--- src/hw/rtl/rmt_pkg.sv ---
// package: command and status bundles shared by the range maximum tree modules
`timescale 1ns / 1ps

package rmt_pkg;

	// commands from the controller to the datapath
	typedef struct packed {
		logic clr_step;  // zero one node of the clearing pass
		logic load;      // capture a new item
		logic leaf_wr;   // write the new value into its leaf
		logic sib_rd;    // read the sibling of the current node
		logic up_wr;     // write the parent as max of carry and sibling
		logic q_lo;      // query: left boundary step
		logic q_hi;      // query: right boundary step and level shift
		logic out_load;  // move the query maximum to the result register
	} rmt_cmd_t;

	// status from the datapath to the controller
	typedef struct packed {
		logic is_query;  // offered item is a range query
		logic wr_ok;     // offered write targets an existing leaf
		logic par_root;  // parent of the current node is the root
		logic lo_lt_hi;  // query window still open
		logic clr_last;  // clearing pass is at its last node
	} rmt_sts_t;

endpackage

--- src/hw/rtl/rmt_ctrl.sv ---
// controller: state machine sequencing clear, update and query walks
`timescale 1ns / 1ps

module rmt_ctrl
	import rmt_pkg::*;
(
	input  logic      clk,
	input  logic      arst_n,
	input  logic      in_valid,
	output logic      in_ready,
	output logic      out_valid,
	input  logic      out_ready,
	input  rmt_sts_t  sts,
	output rmt_cmd_t  cmd
);

	localparam logic [2:0] ST_CLEAR  = 3'd0;
	localparam logic [2:0] ST_IDLE   = 3'd1;
	localparam logic [2:0] ST_U_LEAF = 3'd2;
	localparam logic [2:0] ST_U_RD   = 3'd3;
	localparam logic [2:0] ST_U_WR   = 3'd4;
	localparam logic [2:0] ST_Q_LO   = 3'd5;
	localparam logic [2:0] ST_Q_HI   = 3'd6;
	localparam logic [2:0] ST_Q_OUT  = 3'd7;

	logic [2:0] state_q;
	logic [2:0] state_nxt;
	logic       out_valid_q;

	always_comb begin
		cmd       = '0;
		state_nxt = state_q;
		case (state_q)
			ST_CLEAR: begin
				cmd.clr_step = 1'b1;
				if (sts.clr_last) begin
					state_nxt = ST_IDLE;
				end
			end
			ST_IDLE: begin
				if (in_valid) begin
					cmd.load = 1'b1;
					if (sts.is_query) begin
						state_nxt = ST_Q_LO;
					end else if (sts.wr_ok) begin
						state_nxt = ST_U_LEAF;
					end
				end
			end
			ST_U_LEAF: begin
				cmd.leaf_wr = 1'b1;
				state_nxt   = ST_U_RD;
			end
			ST_U_RD: begin
				cmd.sib_rd = 1'b1;
				state_nxt  = ST_U_WR;
			end
			ST_U_WR: begin
				cmd.up_wr = 1'b1;
				state_nxt = sts.par_root ? ST_IDLE : ST_U_RD;
			end
			ST_Q_LO: begin
				if (sts.lo_lt_hi) begin
					cmd.q_lo  = 1'b1;
					state_nxt = ST_Q_HI;
				end else begin
					state_nxt = ST_Q_OUT;
				end
			end
			ST_Q_HI: begin
				cmd.q_hi  = 1'b1;
				state_nxt = ST_Q_LO;
			end
			ST_Q_OUT: begin
				// wait for the result register to be free
				if (!out_valid_q || out_ready) begin
					cmd.out_load = 1'b1;
					state_nxt    = ST_IDLE;
				end
			end
			default: begin
				state_nxt = ST_IDLE;
			end
		endcase
	end

	always_ff @(posedge clk or negedge arst_n) begin
		if (!arst_n) begin
			state_q     <= ST_CLEAR;
			out_valid_q <= 1'b0;
		end else begin
			state_q <= state_nxt;
			if (cmd.out_load) begin
				out_valid_q <= 1'b1;
			end else if (out_ready) begin
				out_valid_q <= 1'b0;
			end
		end
	end

	assign in_ready  = (state_q == ST_IDLE);
	assign out_valid = out_valid_q;

endmodule

--- config.mk ---
export PLATFORM = sky130hd
export DESIGN_NAME = rmt_ctrl
export DESIGN_NICKNAME = d
export VERILOG_FILES = /design/src/hw/rtl/rmt_pkg.sv /design/src/hw/rtl/rmt_ctrl.sv
export SDC_FILE = /design/constraint.sdc
export NUM_CORES = 1
export LEC_CHECK = 0
export BUFFER_PORTS_ARGS = -buffer_cell sky130_fd_sc_hd__buf_2
export CAP_MARGIN = 20
export CORE_AREA = 2 2 39 41
export CTS_BUF_LIST = sky130_fd_sc_hd__clkbuf_16
export CTS_CLUSTER_SIZE = 24
export DETAILED_ROUTE_END_ITERATION = 7
export DIE_AREA = 0 0 41 43
export PLACE_DENSITY = 0.54
export SLEW_MARGIN = 20
export SYNTH_ARGS = -nofsm -noshare
export SYNTH_HDL_FRONTEND = slang
export SYNTH_SLANG_ARGS = --single-unit
--- constraint.sdc ---
create_clock -name clk -period 1.8 [get_ports clk]
set_input_delay 0.18 -clock clk [delete_from_list [all_inputs] [get_ports clk]]
set_output_delay 0.18 -clock clk [all_outputs]
set_load 0.05 [all_outputs]
==> metrics.cfg <==
[timing]
period_needed_ns=1.68
fin_crit_sh_pct=93.3
slew_viol_final=0
rsz0062_at_grt=false
final.setup_skew_ns=0.00302
setup_ws_ns=0.121
hold_viol_final=0
setup_tns_ns=0
setup_viol=0
max-slew-margin-rel_pct=66.3
max_freq_mhz=595
worst_slew_pin_slew_ns=0.506

[clock_network]
cts.root.buffer_cell=clkbuf_16
clock_latency_ns=0.22
clkTransAtPathRegs_ns=0.03
cts_buffers=3
clockBufferDepth=2
cts_sinks=4
cts_tree=yes
cts.htree.levels=1
cts_setup_buffers=0

[place]
dp_worst_setup_slack_ns=0.350
hpwl_um=545
place.gp.congestion=0.676
portBuffers=18
place_area_sq_um=412

[power_and_ir_drop]
p_leak_nw=0.247
pwr_density_cell_nw_per_um2=2390
ir_drop_mv=0.867
finalPower_mw=1.19

[grt]
antenna_found_initial=0
grt_pass1_vias=289
grt_pass1_wl_mm=1.15
grt.total_usage_pct=10.2
grt_max_degree=15
grt-ovfl-total=0

[final_layout]
diodes=0
post-route-util_pct=35.9
fin_area_sq_um=497
fin_nets=65
drive_above_1_share_pct=53.7
regArea_sq_um=100
multi_input_area_sq_um=190
fillers=155
syn2layout_area_growth_pct=64.7

[floorplan]
core_area_sq_um=1380
die_area_sq_um=1760
num_rows=14
die_height_um=43
die_w_um=41
initial_utilization_pct=21.8
io_pins=19

[setup_path]
startpoint_type=flip-flop
worstPathArrival_ns=1.50
setup.worst_path.start=state_q[1]
path_buf_inv=1
max_stage_delay_ns=0.65
r2r_start=state_q[1]
cp_top_family=flip-flops
critPathRequiredTime_ns=1.62
critPathSlowestCell=dfrtp_1
path_cells=nand3_1, nor2_1, buf_2
end_kind=primary output
crit_fanout=14
path_depth=3
critPathKind=flip-flop to primary output
rr_worst_depth=3

[worst_hold_path]
worstHoldPathType=primary input to flip-flop
holdPathStages=3
hp-start=out_ready

[logic_synthesis]
synth_cell_types=20
synth_seq_cells=4
yosysWarnings=0
syn_inst=34
netlist_top_cells_area=dfrtp_1 (33%), buf_6 (11%), nor3b_1 (7.5%)
synth_top_area_share_pct=33.2
ys_seq_area_share_pct=33.2
avgSynthCellArea_sq_um=8.87
syn-cell-area_sq_um=302
yosys.area.top_type=dfrtp_1
syn_nets=43

[detailed_routing]
detail_route.wl_per_cell_um=10.5
drtIter0Drc=6
drc=0
wirelength_um=736
ant_nets=0
vias_per_cell=4.63
via_count=324
dr.pass1.iters=4

[status]
status=completed

[job]
maxCapViolations=0

-- worst min-delay path: cells and delay by family --
family / cells / cell delay [ns]
AND/OR/NAND/NOR: 2 / 0.20
buffers and inverters: 1 / 0.08
-- registers in the layout, summed over array words and instances, names as in the netlist --
register and count:
state_q 3, out_valid 1
-- cell type report --
class / instances / share of cell area (%)
inverters: 1 / 0.756
well taps: 16 / 4.03
clock buffers: 3 / 15.1
flip-flops and latches: 4 / 20.2
repair buffers: 20 / 21.7
multi-input cells: 26 / 38.3
-- kinds of logic (layout without fill, tap and decap cells) --
logic type      after synthesis  count (layout)  share of synthesized area (%)
compound gates                6               6                           14.9
simple gates                 20              20                           39.4
buf+inv                       4              24                           12.4
flops                         4               4                           33.2
-- through the flow --
step                      hold WS [ns]  std cells
final                            0.284         70
after global routing             0.294         70
after CTS                        0.289         70
after detailed placement       -0.0125         66
after global placement         -0.0120         66
after floorplan                 -0.116         34
-- power by group --
part	internal (mW)	switching, mW	total (mW)	leakage (nW)
clock network	0.283	0.0561	0.339	0.0370
registers	0.133	0.110	0.243	0.0469
logic	0.188	0.417	0.606	0.163
total	0.605	0.583	1.19	0.247
-- worst paths after layout --
| path | to | slack [ns] |
|---|---|---|
| min in group asynchronous | state_q[1] | 0.29 |
| worst min-delay path | out_valid | 0.28 |
| worst max register to register | state_q[1] | 0.52 |
| worst max-delay path | cmd[0] | 0.12 |
| worst min register to register | out_valid | 0.70 |
| max in group asynchronous | state_q[2] | 1.39 |
-- cell usage after synthesis --
library cell and number:
dfrtp_1 4, and2_1 1, a21oi_1 1, and3_1 1
a311oi_1 1, a31oi_1 1, nor2b_1 1, o32a_1 1
nor3b_1 3, o31ai_1 1, buf_6 3, nor2_1 4
and3b_1 1, a211oi_1 1, nor3_1 3, nand3_1 1
nor3_2 2, inv_2 1, nand2b_1 1, nand2_1 2
-- routing by layer --
metal  global-route usage, %  vias to the layer above  wire, um  part of all wire, %
met4                    6.00                        0         0                    0
met2                    14.7                        8       395                   54
met3                    4.71                        0        25                  3.4
met1                    11.7                      153       316                   43
met5                       0                        -         0                    0
li1                        -                      163         -                    -
-- placed cells by master, fill, tap and decap left out --
cell           count
buf_2             18
nor2_1             4
dfrtp_1            4
nor3_2             3
clkbuf_16          3
nand2_1            2
nor3b_2            2
inv_2              1
and3_1             1
nor3_4             1
nor2b_1            1
nand3_1            1
and2_1             1
a211oi_1           1
a21oi_1            1
and3b_1            1
nor3_1             1
a31oi_1            1
o32a_1             1
nor3b_1            1
a311oi_1           1
o31ai_1            1
nand2b_1           1
dlygate4sd3_1      1
buf_4              1
-- what timing repair did --
action / in CTS / in global routing
endpoints found under the hold margin: 4 / 0
hold buffers: 1 / 0
resized for setup: 0 / 0
(Power assumes the default switching activity.)
